### src/rtl/core/tarhp_pkg.sv
// Shared types, constants and the octal field scanner of the tar header parser.
// Depends on nothing; every other file but tarhp_queue refers to it by scoped names.
package tarhp_pkg;

  localparam int HDR_IDX_W = 9;
  localparam int BSUM_W    = 17;
  localparam int SIZE_W    = 33;
  localparam int SUM_W     = 21;
  localparam int SKIP_W    = 34;

  localparam logic [HDR_IDX_W-1:0] HDR_LAST   = 9'd511;
  localparam logic [HDR_IDX_W-1:0] SIZE_FIRST = 9'd124;
  localparam logic [HDR_IDX_W-1:0] SIZE_LAST  = 9'd135;
  localparam logic [HDR_IDX_W-1:0] SUM_FIRST  = 9'd148;
  localparam logic [HDR_IDX_W-1:0] SUM_LAST   = 9'd155;
  localparam logic [HDR_IDX_W-1:0] TYPE_IDX   = 9'd156;

  localparam logic [BSUM_W-1:0] BSUM_INIT = 17'd256;
  localparam logic [SIZE_W-1:0] SIZE_MAX  = {SIZE_W{1'b1}};
  localparam logic [SIZE_W-1:0] SUM_MAX   = {{(SIZE_W-SUM_W){1'b0}}, {SUM_W{1'b1}}};
  localparam logic [SKIP_W-1:0] BLOCK_RND = 34'd511;

  localparam logic [7:0] CHAR_SPACE = 8'h20;
  localparam logic [7:0] CHAR_ZERO  = 8'h30;
  localparam logic [7:0] CHAR_SEVEN = 8'h37;

  typedef enum logic [1:0] {
    PH_HEADER,
    PH_SKIP,
    PH_DONE
  } phase_t;

  typedef enum logic [1:0] {
    SCAN_LEADING,
    SCAN_DIGITS,
    SCAN_STOPPED
  } scan_t;

  typedef struct packed {
    scan_t             st;
    logic [SIZE_W-1:0] acc;
  } scan_res_t;

  // Result fields that do not depend on the offset width.
  typedef struct packed {
    logic [7:0]        entry_type;
    logic [SIZE_W-1:0] data_length;
    logic              bad_checksum;
    logic              end_of_archive;
  } res_fields_t;

  // One character of an octal field. The caller flags when another digit would
  // overflow the field's range, in which case the value saturates at maxv.
  function automatic scan_res_t octal_scan(logic [7:0] b, scan_t st,
                                           logic [SIZE_W-1:0] acc, logic ovf,
                                           logic [SIZE_W-1:0] maxv);
    scan_res_t r;
    logic      octal;
    octal = (b >= CHAR_ZERO) && (b <= CHAR_SEVEN);
    r.st  = st;
    r.acc = acc;
    case (st)
      SCAN_LEADING: begin
        if (b != CHAR_SPACE) begin
          if (octal) begin
            r.acc = {{(SIZE_W-3){1'b0}}, b[2:0]};
            r.st  = SCAN_DIGITS;
          end else begin
            r.st = SCAN_STOPPED;
          end
        end
      end
      SCAN_DIGITS: begin
        if (!octal) begin
          r.st = SCAN_STOPPED;
        end else if (ovf) begin
          r.acc = maxv;
        end else begin
          r.acc = {acc[SIZE_W-4:0], b[2:0]};
        end
      end
      default: begin
      end
    endcase
    return r;
  endfunction

endpackage

### src/rtl/core/tarhp_front.sv
// Front end of the tar header parser: takes archive bytes, runs the header
// checks and the data skip, and pushes one record per header. Uses tarhp_pkg.
module tarhp_front #(
  parameter int OFFSET_BITS = 40
) (
  input  logic                     clk,
  input  logic                     rst,
  input  logic                     archive_valid,
  input  logic [7:0]               archive_byte,
  output logic                     archive_stall,
  output logic                     q_push,
  output tarhp_pkg::res_fields_t   q_fields,
  output logic [OFFSET_BITS-1:0]   q_offset,
  input  logic                     q_full
);

  tarhp_pkg::phase_t                      phase, phase_next;
  logic [tarhp_pkg::HDR_IDX_W-1:0]        hdr_idx, hdr_idx_next;
  logic [tarhp_pkg::BSUM_W-1:0]           byte_sum, byte_sum_next;
  logic [tarhp_pkg::SIZE_W-1:0]           size_acc, size_acc_next;
  tarhp_pkg::scan_t                       size_st, size_st_next;
  logic [tarhp_pkg::SUM_W-1:0]            sum_acc, sum_acc_next;
  tarhp_pkg::scan_t                       sum_st, sum_st_next;
  logic                                   sum_zero, sum_zero_next;
  logic [7:0]                             type_byte, type_byte_next;
  logic [tarhp_pkg::SKIP_W-1:0]           skip_cnt, skip_cnt_next;
  logic [OFFSET_BITS-1:0]                 byte_off, byte_off_next;

  logic                                   fire;
  logic [OFFSET_BITS-1:0]                 off_inc;
  logic [tarhp_pkg::SKIP_W-1:0]           skip_dec;
  logic [tarhp_pkg::SKIP_W-1:0]           skip_new;
  logic [tarhp_pkg::BSUM_W-1:0]           sum_upd;
  tarhp_pkg::scan_res_t                   size_r;
  tarhp_pkg::scan_res_t                   sum_r;

  // Only the last header byte needs room in the queue.
  assign archive_stall = (phase == tarhp_pkg::PH_HEADER) &&
                         (hdr_idx == tarhp_pkg::HDR_LAST) && q_full;
  assign fire     = archive_valid && !archive_stall;
  assign off_inc  = byte_off + {{(OFFSET_BITS-1){1'b0}}, 1'b1};
  assign skip_dec = (skip_cnt != '0) ? skip_cnt - {{(tarhp_pkg::SKIP_W-1){1'b0}}, 1'b1}
                                     : '0;
  assign skip_new = ({1'b0, size_acc} + tarhp_pkg::BLOCK_RND) & ~tarhp_pkg::BLOCK_RND;
  assign sum_upd  = byte_sum + {{(tarhp_pkg::BSUM_W-8){1'b0}}, archive_byte};

  assign size_r = tarhp_pkg::octal_scan(archive_byte, size_st, size_acc,
                                        |size_acc[tarhp_pkg::SIZE_W-1:tarhp_pkg::SIZE_W-3],
                                        tarhp_pkg::SIZE_MAX);
  assign sum_r  = tarhp_pkg::octal_scan(archive_byte, sum_st,
                                        {{(tarhp_pkg::SIZE_W-tarhp_pkg::SUM_W){1'b0}}, sum_acc},
                                        |sum_acc[tarhp_pkg::SUM_W-1:tarhp_pkg::SUM_W-3],
                                        tarhp_pkg::SUM_MAX);

  always_ff @(posedge clk) begin
    if (rst) begin
      phase     <= tarhp_pkg::PH_HEADER;
      hdr_idx   <= '0;
      byte_sum  <= tarhp_pkg::BSUM_INIT;
      size_acc  <= '0;
      size_st   <= tarhp_pkg::SCAN_LEADING;
      sum_acc   <= '0;
      sum_st    <= tarhp_pkg::SCAN_LEADING;
      sum_zero  <= 1'b0;
      type_byte <= '0;
      skip_cnt  <= '0;
      byte_off  <= '0;
    end else begin
      phase     <= phase_next;
      hdr_idx   <= hdr_idx_next;
      byte_sum  <= byte_sum_next;
      size_acc  <= size_acc_next;
      size_st   <= size_st_next;
      sum_acc   <= sum_acc_next;
      sum_st    <= sum_st_next;
      sum_zero  <= sum_zero_next;
      type_byte <= type_byte_next;
      skip_cnt  <= skip_cnt_next;
      byte_off  <= byte_off_next;
    end
  end

  always_comb begin
    phase_next     = phase;
    hdr_idx_next   = hdr_idx;
    byte_sum_next  = byte_sum;
    size_acc_next  = size_acc;
    size_st_next   = size_st;
    sum_acc_next   = sum_acc;
    sum_st_next    = sum_st;
    sum_zero_next  = sum_zero;
    type_byte_next = type_byte;
    skip_cnt_next  = skip_cnt;
    byte_off_next  = byte_off;
    q_push         = 1'b0;
    q_fields       = '0;
    q_offset       = '0;
    if (fire) begin
      case (phase)
        tarhp_pkg::PH_SKIP: begin
          byte_off_next = off_inc;
          skip_cnt_next = skip_dec;
          if (skip_dec == '0) begin
            phase_next = tarhp_pkg::PH_HEADER;
          end
        end
        tarhp_pkg::PH_HEADER: begin
          byte_off_next = off_inc;
          if ((hdr_idx < tarhp_pkg::SUM_FIRST) || (hdr_idx > tarhp_pkg::SUM_LAST)) begin
            byte_sum_next = sum_upd;
          end
          if (hdr_idx == tarhp_pkg::TYPE_IDX) begin
            type_byte_next = archive_byte;
          end
          if ((hdr_idx >= tarhp_pkg::SIZE_FIRST) && (hdr_idx <= tarhp_pkg::SIZE_LAST)) begin
            size_acc_next = size_r.acc;
            size_st_next  = size_r.st;
          end
          if ((hdr_idx >= tarhp_pkg::SUM_FIRST) && (hdr_idx <= tarhp_pkg::SUM_LAST)) begin
            if (hdr_idx == tarhp_pkg::SUM_FIRST) begin
              sum_zero_next = (archive_byte == 8'h00);
            end
            sum_acc_next = sum_r.acc[tarhp_pkg::SUM_W-1:0];
            sum_st_next  = sum_r.st;
          end
          if (hdr_idx != tarhp_pkg::HDR_LAST) begin
            hdr_idx_next = hdr_idx + {{(tarhp_pkg::HDR_IDX_W-1){1'b0}}, 1'b1};
          end else begin
            q_push = 1'b1;
            if (sum_zero) begin
              q_fields.end_of_archive = 1'b1;
              phase_next              = tarhp_pkg::PH_DONE;
            end else begin
              q_fields.entry_type   = type_byte;
              q_fields.data_length  = size_acc;
              q_fields.bad_checksum = ({{(tarhp_pkg::SUM_W-tarhp_pkg::BSUM_W){1'b0}},
                                        sum_upd} != sum_acc);
              q_offset              = off_inc;
              skip_cnt_next         = skip_new;
              phase_next            = (skip_new == '0) ? tarhp_pkg::PH_HEADER
                                                       : tarhp_pkg::PH_SKIP;
            end
            hdr_idx_next   = '0;
            byte_sum_next  = tarhp_pkg::BSUM_INIT;
            size_acc_next  = '0;
            size_st_next   = tarhp_pkg::SCAN_LEADING;
            sum_acc_next   = '0;
            sum_st_next    = tarhp_pkg::SCAN_LEADING;
            sum_zero_next  = 1'b0;
            type_byte_next = '0;
          end
        end
        default: begin
          // After the end marker every byte is taken and dropped.
        end
      endcase
    end
  end

endmodule

### src/rtl/core/tarhp_queue.sv
// Two-entry record queue between the parser front end and the output stage.
// Generic in its data width; no package dependency.
module tarhp_queue #(
  parameter int WIDTH = 64
) (
  input  logic             clk,
  input  logic             rst,
  input  logic             push,
  input  logic [WIDTH-1:0] din,
  output logic             full,
  input  logic             pop,
  output logic [WIDTH-1:0] dout,
  output logic             empty
);

  logic [WIDTH-1:0] mem [2];
  logic             wr_ptr;
  logic             rd_ptr;
  logic [1:0]       count;

  assign full  = (count == 2'd2);
  assign empty = (count == 2'd0);
  assign dout  = mem[rd_ptr];

  always_ff @(posedge clk) begin
    if (push) begin
      mem[wr_ptr] <= din;
    end
  end

  always_ff @(posedge clk) begin
    if (rst) begin
      wr_ptr <= 1'b0;
      rd_ptr <= 1'b0;
      count  <= 2'd0;
    end else begin
      if (push) begin
        wr_ptr <= ~wr_ptr;
      end
      if (pop) begin
        rd_ptr <= ~rd_ptr;
      end
      case ({push, pop})
        2'b10:   count <= count + 2'd1;
        2'b01:   count <= count - 2'd1;
        default: count <= count;
      endcase
    end
  end

endmodule

### src/rtl/core/tarhp_back.sv
// Output stage of the tar header parser: moves records from the queue into the
// result register and holds them while the receiver stalls. Uses tarhp_pkg.
module tarhp_back #(
  parameter int OFFSET_BITS = 40
) (
  input  logic                           clk,
  input  logic                           rst,
  input  logic                           q_empty,
  input  tarhp_pkg::res_fields_t         q_fields,
  input  logic [OFFSET_BITS-1:0]         q_offset,
  output logic                           q_pop,
  output logic                           result_valid,
  input  logic                           result_stall,
  output logic [7:0]                     entry_type,
  output logic [tarhp_pkg::SIZE_W-1:0]   data_length,
  output logic [OFFSET_BITS-1:0]         data_offset,
  output logic                           bad_checksum,
  output logic                           end_of_archive
);

  assign q_pop = !q_empty && (!result_valid || !result_stall);

  always_ff @(posedge clk) begin
    if (rst) begin
      result_valid <= 1'b0;
    end else if (!result_valid || !result_stall) begin
      result_valid <= !q_empty;
    end
  end

  always_ff @(posedge clk) begin
    if (q_pop) begin
      entry_type     <= q_fields.entry_type;
      data_length    <= q_fields.data_length;
      data_offset    <= q_offset;
      bad_checksum   <= q_fields.bad_checksum;
      end_of_archive <= q_fields.end_of_archive;
    end
  end

endmodule

### src/rtl/core/tar_header_stream_parser_unit.sv
// Top level of the tar header parser: front end, record queue, output stage.
// Depends on tarhp_pkg, tarhp_front, tarhp_queue and tarhp_back.
//
//   channel   ports                                    direction  transaction
//   archive   archive_valid, archive_stall,            in         one archive byte
//             archive_byte
//   result    result_valid, result_stall, entry_type,  out        one header record
//             data_length, data_offset, bad_checksum,
//             end_of_archive
//
// The unit takes one archive byte per cycle while archive_stall is low; all per-byte
// work (checksum add, octal shift-add, skip count, offset count) is combinational
// logic of the front end. A record enters the queue at the edge that takes the last
// header byte and then moves into the result register, later if earlier records wait.
// Reset (rst, synchronous) puts the parser at the start of a header at offset 0.
// Only the last byte of a header can be stalled, and only while the two-entry
// queue is full; result_stall never holds up data or header bytes otherwise.
module tar_header_stream_parser_unit #(
  parameter int OFFSET_BITS = 40
) (
  input  logic                           clk,
  input  logic                           rst,
  input  logic                           archive_valid,
  output logic                           archive_stall,
  input  logic [7:0]                     archive_byte,
  output logic                           result_valid,
  input  logic                           result_stall,
  output logic [7:0]                     entry_type,
  output logic [tarhp_pkg::SIZE_W-1:0]   data_length,
  output logic [OFFSET_BITS-1:0]         data_offset,
  output logic                           bad_checksum,
  output logic                           end_of_archive
);

  localparam int FIELDS_W = $bits(tarhp_pkg::res_fields_t);
  localparam int REC_W    = FIELDS_W + OFFSET_BITS;

  logic                        q_push;
  logic                        q_pop;
  logic                        q_full;
  logic                        q_empty;
  tarhp_pkg::res_fields_t      push_fields;
  logic [OFFSET_BITS-1:0]      push_offset;
  logic [REC_W-1:0]            q_dout;
  tarhp_pkg::res_fields_t      pop_fields;
  logic [OFFSET_BITS-1:0]      pop_offset;

  // The front end classifies each byte as header, data or trailing and builds
  // the record on the last header byte.
  tarhp_front #(
    .OFFSET_BITS (OFFSET_BITS)
  ) u_front (
    .clk           (clk),
    .rst           (rst),
    .archive_valid (archive_valid),
    .archive_byte  (archive_byte),
    .archive_stall (archive_stall),
    .q_push        (q_push),
    .q_fields      (push_fields),
    .q_offset      (push_offset),
    .q_full        (q_full)
  );

  // The queue lets the front end keep taking bytes while a record waits.
  tarhp_queue #(
    .WIDTH (REC_W)
  ) u_queue (
    .clk   (clk),
    .rst   (rst),
    .push  (q_push),
    .din   ({push_fields, push_offset}),
    .full  (q_full),
    .pop   (q_pop),
    .dout  (q_dout),
    .empty (q_empty)
  );

  assign pop_fields = q_dout[REC_W-1:OFFSET_BITS];
  assign pop_offset = q_dout[OFFSET_BITS-1:0];

  tarhp_back #(
    .OFFSET_BITS (OFFSET_BITS)
  ) u_back (
    .clk            (clk),
    .rst            (rst),
    .q_empty        (q_empty),
    .q_fields       (pop_fields),
    .q_offset       (pop_offset),
    .q_pop          (q_pop),
    .result_valid   (result_valid),
    .result_stall   (result_stall),
    .entry_type     (entry_type),
    .data_length    (data_length),
    .data_offset    (data_offset),
    .bad_checksum   (bad_checksum),
    .end_of_archive (end_of_archive)
  );

  // The front end must never push a record into a full queue.
  a_no_overflow: assert property (@(posedge clk) disable iff (rst)
    q_push |-> !q_full)
    else $error("record pushed into a full queue");

  // An end marker carries no entry information.
  a_end_marker_clean: assert property (@(posedge clk) disable iff (rst)
    (result_valid && end_of_archive) |->
      (entry_type == '0) && (data_length == '0) && (data_offset == '0) && !bad_checksum)
    else $error("end marker with nonzero fields");

  // A waiting record reaches an empty output register in the next cycle.
  a_back_loads: assert property (@(posedge clk) disable iff (rst)
    (!q_empty && !result_valid) |=> result_valid)
    else $error("output stage failed to load a waiting record");

endmodule

### config.mk
export PLATFORM = sky130hd
export DESIGN_NAME = tar_header_stream_parser_unit
export DESIGN_NICKNAME = d
export VERILOG_FILES = /design/src/rtl/core/tarhp_pkg.sv /design/src/rtl/core/tarhp_front.sv /design/src/rtl/core/tarhp_queue.sv /design/src/rtl/core/tarhp_back.sv /design/src/rtl/core/tar_header_stream_parser_unit.sv
export SDC_FILE = /design/constraint.sdc
export NUM_CORES = 1
export LEC_CHECK = 0
export ABC_AREA = 1
export BUFFER_PORTS_ARGS = -buffer_cell sky130_fd_sc_hd__buf_4
export CAP_MARGIN = 20
export CELL_PAD_IN_SITES_DETAIL_PLACEMENT = 1
export CELL_PAD_IN_SITES_GLOBAL_PLACEMENT = 1
export CORE_UTILIZATION = 35
export DETAILED_ROUTE_END_ITERATION = 16
export GPL_TIMING_DRIVEN = 0
export PLACE_DENSITY = 0.63
export SYNTH_ARGS = -nofsm -noshare
export SYNTH_HDL_FRONTEND = slang
export SYNTH_SLANG_ARGS = --single-unit
### constraint.sdc
create_clock -name clk -period 5.13 [get_ports clk]
set_input_delay 0.2565 -clock clk [delete_from_list [all_inputs] [get_ports clk]]
set_output_delay 0.2565 -clock clk [all_outputs]
set_load 0.1 [all_outputs]
==> key figures <==
Worst setup path
  • Critical Path End Type: flip-flop
  • CP Data Required Time: about 5.4 ns
  • WS Path Type: flip-flop to flip-flop
  • Crit path max fanout: 25
  • Arrival time of the worst setup path: roughly 4.3 ns
  • Crit start category: flip-flop

CTS
  • Clock Latency Late Sink: roughly 0.59 ns
  • Root buf cell: clkbuf_16
  • Number of gates resized after cts: 0
  • Sink Count: ~420
  • Worst-path clk slew: approximately 0.06 ns
  • TritonCTS buffer count: 48
  • Htree depth: 2
  • CTS tree: yes
  • Clock Path Buffers: 3

Synth
  • Post-synth EDFFs: roughly 250
  • Synthesis-stage register bit count: between 400 and 500
  • Synth Area in Compound Gates: 0.104
  • Top cells by area, synth: edfxtp_1 37%, dfxtp_1 17%, nand2_1 12%
  • Mean Syn Cell Area: around 8.4 µm²
  • Synthesized area: between 15000 and 20000 µm²
  • Simple logic cell fraction of the synthesized area: 0.243
  • Seq/Total Area, Yosys: 0.548
  • Combinational family with the most area after synthesis: simple AND/OR/NAND/NOR gates
  • Largest area contributor in the netlist: edfxtp_1
  • Synth top area share: 0.374
  • Syn Nets: ~2400
  • XOR/XNOR Fraction of Synth Area: 0.0301
  • Async SR Flop Fraction: 0
  • Ys Warns: 0
  • Synth unique cells: between 50 and 60
  • Post-Syn Instances: 2374
  • Synth Area in Adders: 0.00976
  • Post-synthesis mux area share: 0
  • Prevailing post-synth register cell: edfxtp_1

Global routing
  • Largest net degree at the start of global routing: slightly below 50
  • Initial antenna violation count: 2
  • Number of global-route vias before repair: 17000
  • Total GRT Usage: 0.208
  • Total gr overflow: 0
  • Global-route wire length before repair: between 90000 and 100000 µm

Outcome
  • Outcome: complete, no violations

Detailed routing
  • Via count: 16500
  • Drt total wl: 59400 µm
  • Post-route ant nets: 0
  • Iter 0 DRT Violations: between 700 and 800
  • WL per Instance: roughly 18 µm
  • 1st-pass router iterations: 5
  • DRC Markers: 0
  • Vias per inst: just under 5

STA
  • Period utilization: 0.779
  • Hold Vio Cnt, Final: 0
  • Min Hold Slack: approximately 0.063 ns
  • Fin crit period: approximately 4 ns
  • Max_slew headroom: 0.365
  • F_max: roughly 250 MHz
  • RSZ-0062 raised after global routing: false
  • # setup viols final: 0
  • Final worst slack: ~1.1 ns
  • Worst clock skew: 0.0185 ns
  • Count of pins over their slew limit: 0
  • Worst slew pin tran: roughly 0.95 ns

Run
  • Max Cap Violations: 0

Final layout
  • Most common cell after layout, fill and taps aside: nand2_1
  • Layout cells sized above 1: 0.0992
  • Most frequent cells in the layout: 615 x nand2_1, 318 x nor2_1, 249 x edfxtp_1, 230 x inv_1, 174 x dfxtp_1
  • Area Overhead vs Synth: 17.3%
  • NumNets Final: approximately 2600

Floorplan
  • Die width: ~240 µm
  • Core area: 56400 µm²
  • Boundary pin count: 97
  • Initial Util: 0.355
  • Area of the die: roughly 58000 µm²
  • DIE HEIGHT: 241 µm
  • Core Rows: 87

Placed design
  • Final RePlAce weighted congestion: 0.899
  • Hpwl dp: about 45000 µm
  • Pre-CTS setup slack: 1.08 ns
  • I/O Buffers: 96

Pwr
  • Worst VDD drop: around 0.00029 V
  • Leakage: 8.92 nW
  • Power Density: between 400 and 500 nW/µm²

Worst hold path
  • Worst Hold Class: input pin to flip-flop
power breakdown:
group	total, W	switching, W	internal [W]
registers	0.00407	0.0000931	0.00397
logic	0.00269	0.00219	0.000508
clock network	0.00342	0.00143	0.00199
total	0.0102	0.00371	0.00647
kinds of logic after synthesis:
group | count (synthesis)
AOI/OAI and AO/OA | 382
xor gates and xnor gates | 64
adders and majority gates | 15
buffers and inverters | 331
DFF | 423
and+or+nand+nor | 1159
routing by layer:
| metal | wire length [µm] | GRT usage | up-vias |
|---|---|---|---|
| li1 | - | - | 8176 |
| met1 | 28700 | 0.287 | 8045 |
| met2 | 27500 | 0.343 | 240 |
| met3 | 1990 | 0.0252 | 78 |
| met4 | 1210 | 0.0535 | 0 |
| met5 | 0 | 0 | - |
final timing paths:
path | slack (ns) | cells past startpoint | end | start
setup / recovery | 1.13 | 14 | u_queue.mem[1][59] | u_front.hdr_idx[0]
setup reg to reg | 1.13 | 14 | u_queue.mem[1][59] | u_front.hdr_idx[0]
hold / removal | 0.06 | 3 | u_front.sum_acc[0] | archive_byte[0]
hold reg to reg | 0.47 | 2 | u_front.skip_cnt[0] | u_front.skip_cnt[0]
state kept, by name (all words and copies together), names as in the netlist, 2 cells and up:
| register | cells |
|---|---|
| u_back.data_length | 33 |
| u_back.data_offset | 40 |
| u_back.entry_type | 8 |
| u_front.byte_off | 40 |
| u_front.byte_sum | 17 |
| u_front.hdr_idx | 9 |
| u_front.phase | 2 |
| u_front.size_acc | 33 |
| u_front.size_st | 2 |
| u_front.skip_cnt | 34 |
| u_front.sum_acc | 21 |
| u_front.sum_st | 2 |
| u_front.type_byte | 8 |
| u_queue.count | 2 |
| u_queue.mem | 166 |
through the flow:
stage          TNS, ns  cell area (µm²)  cells   util  total power (W)
6_report             0            23500   3328  0.416           0.0102
5_1_grt              0            23500   3328  0.416           0.0106
4_1_cts              0            23400   3326  0.416           0.0103
3_5_place_dp         0            21900   3233  0.388          0.00687
3_3_place_gp   -564.91            21700   3226  0.384          0.00682
2_1_floorplan   -82.84            20000   2374      -          0.00616
critical path: stages (launching register included):
cell	delay (ns)
dfxtp_1	0.35
ha_1	0.23
inv_1	0.13
nor3_1	0.09
ha_1	0.32
nand4_1	0.27
nand3_2	0.25
inv_2	0.21
nand2_4	0.12
nor2_1	0.17
inv_1	0.20
nor2_4	0.69
buf_12	0.27
buf_16	0.19
buf_16	0.18
layout make-up:
type,count,area [µm²]
clock inverter,25,241
inverter,241,910
antenna,2,5.00
timing repair buffer,108,948
sequential,423,11000
tap,756,946
clock buffer,63,1300
fill,6740,32900
buffer,90,387
multi-input combinational,1620,7750
synth_stat cells, drive strengths merged, types with 2 or more instances:
library cell	instances
a211oi	8
nor4	9
a22oi	10
ha	14
nand2	626
xnor3	3
dfxtp	174
o211ai	5
o221ai	19
inv	240
edfxtp	249
xnor2	19
or2	3
o21bai	3
nand3	121
buf	30
nand4	31
o22ai	2
a31oi	6
nor3	26
xor2	42
a21oi	153
a21o	2
nor2	336
nand3b	4
clkbuf	60
o21ai	171
repair_timing:
item | in CTS | in global routing
hold endpoints to repair | 5 | 0
hold buffers | 5 | 0
buffers inserted | 0 | 0
Note: power is estimated with default switching activity, not from simulation.
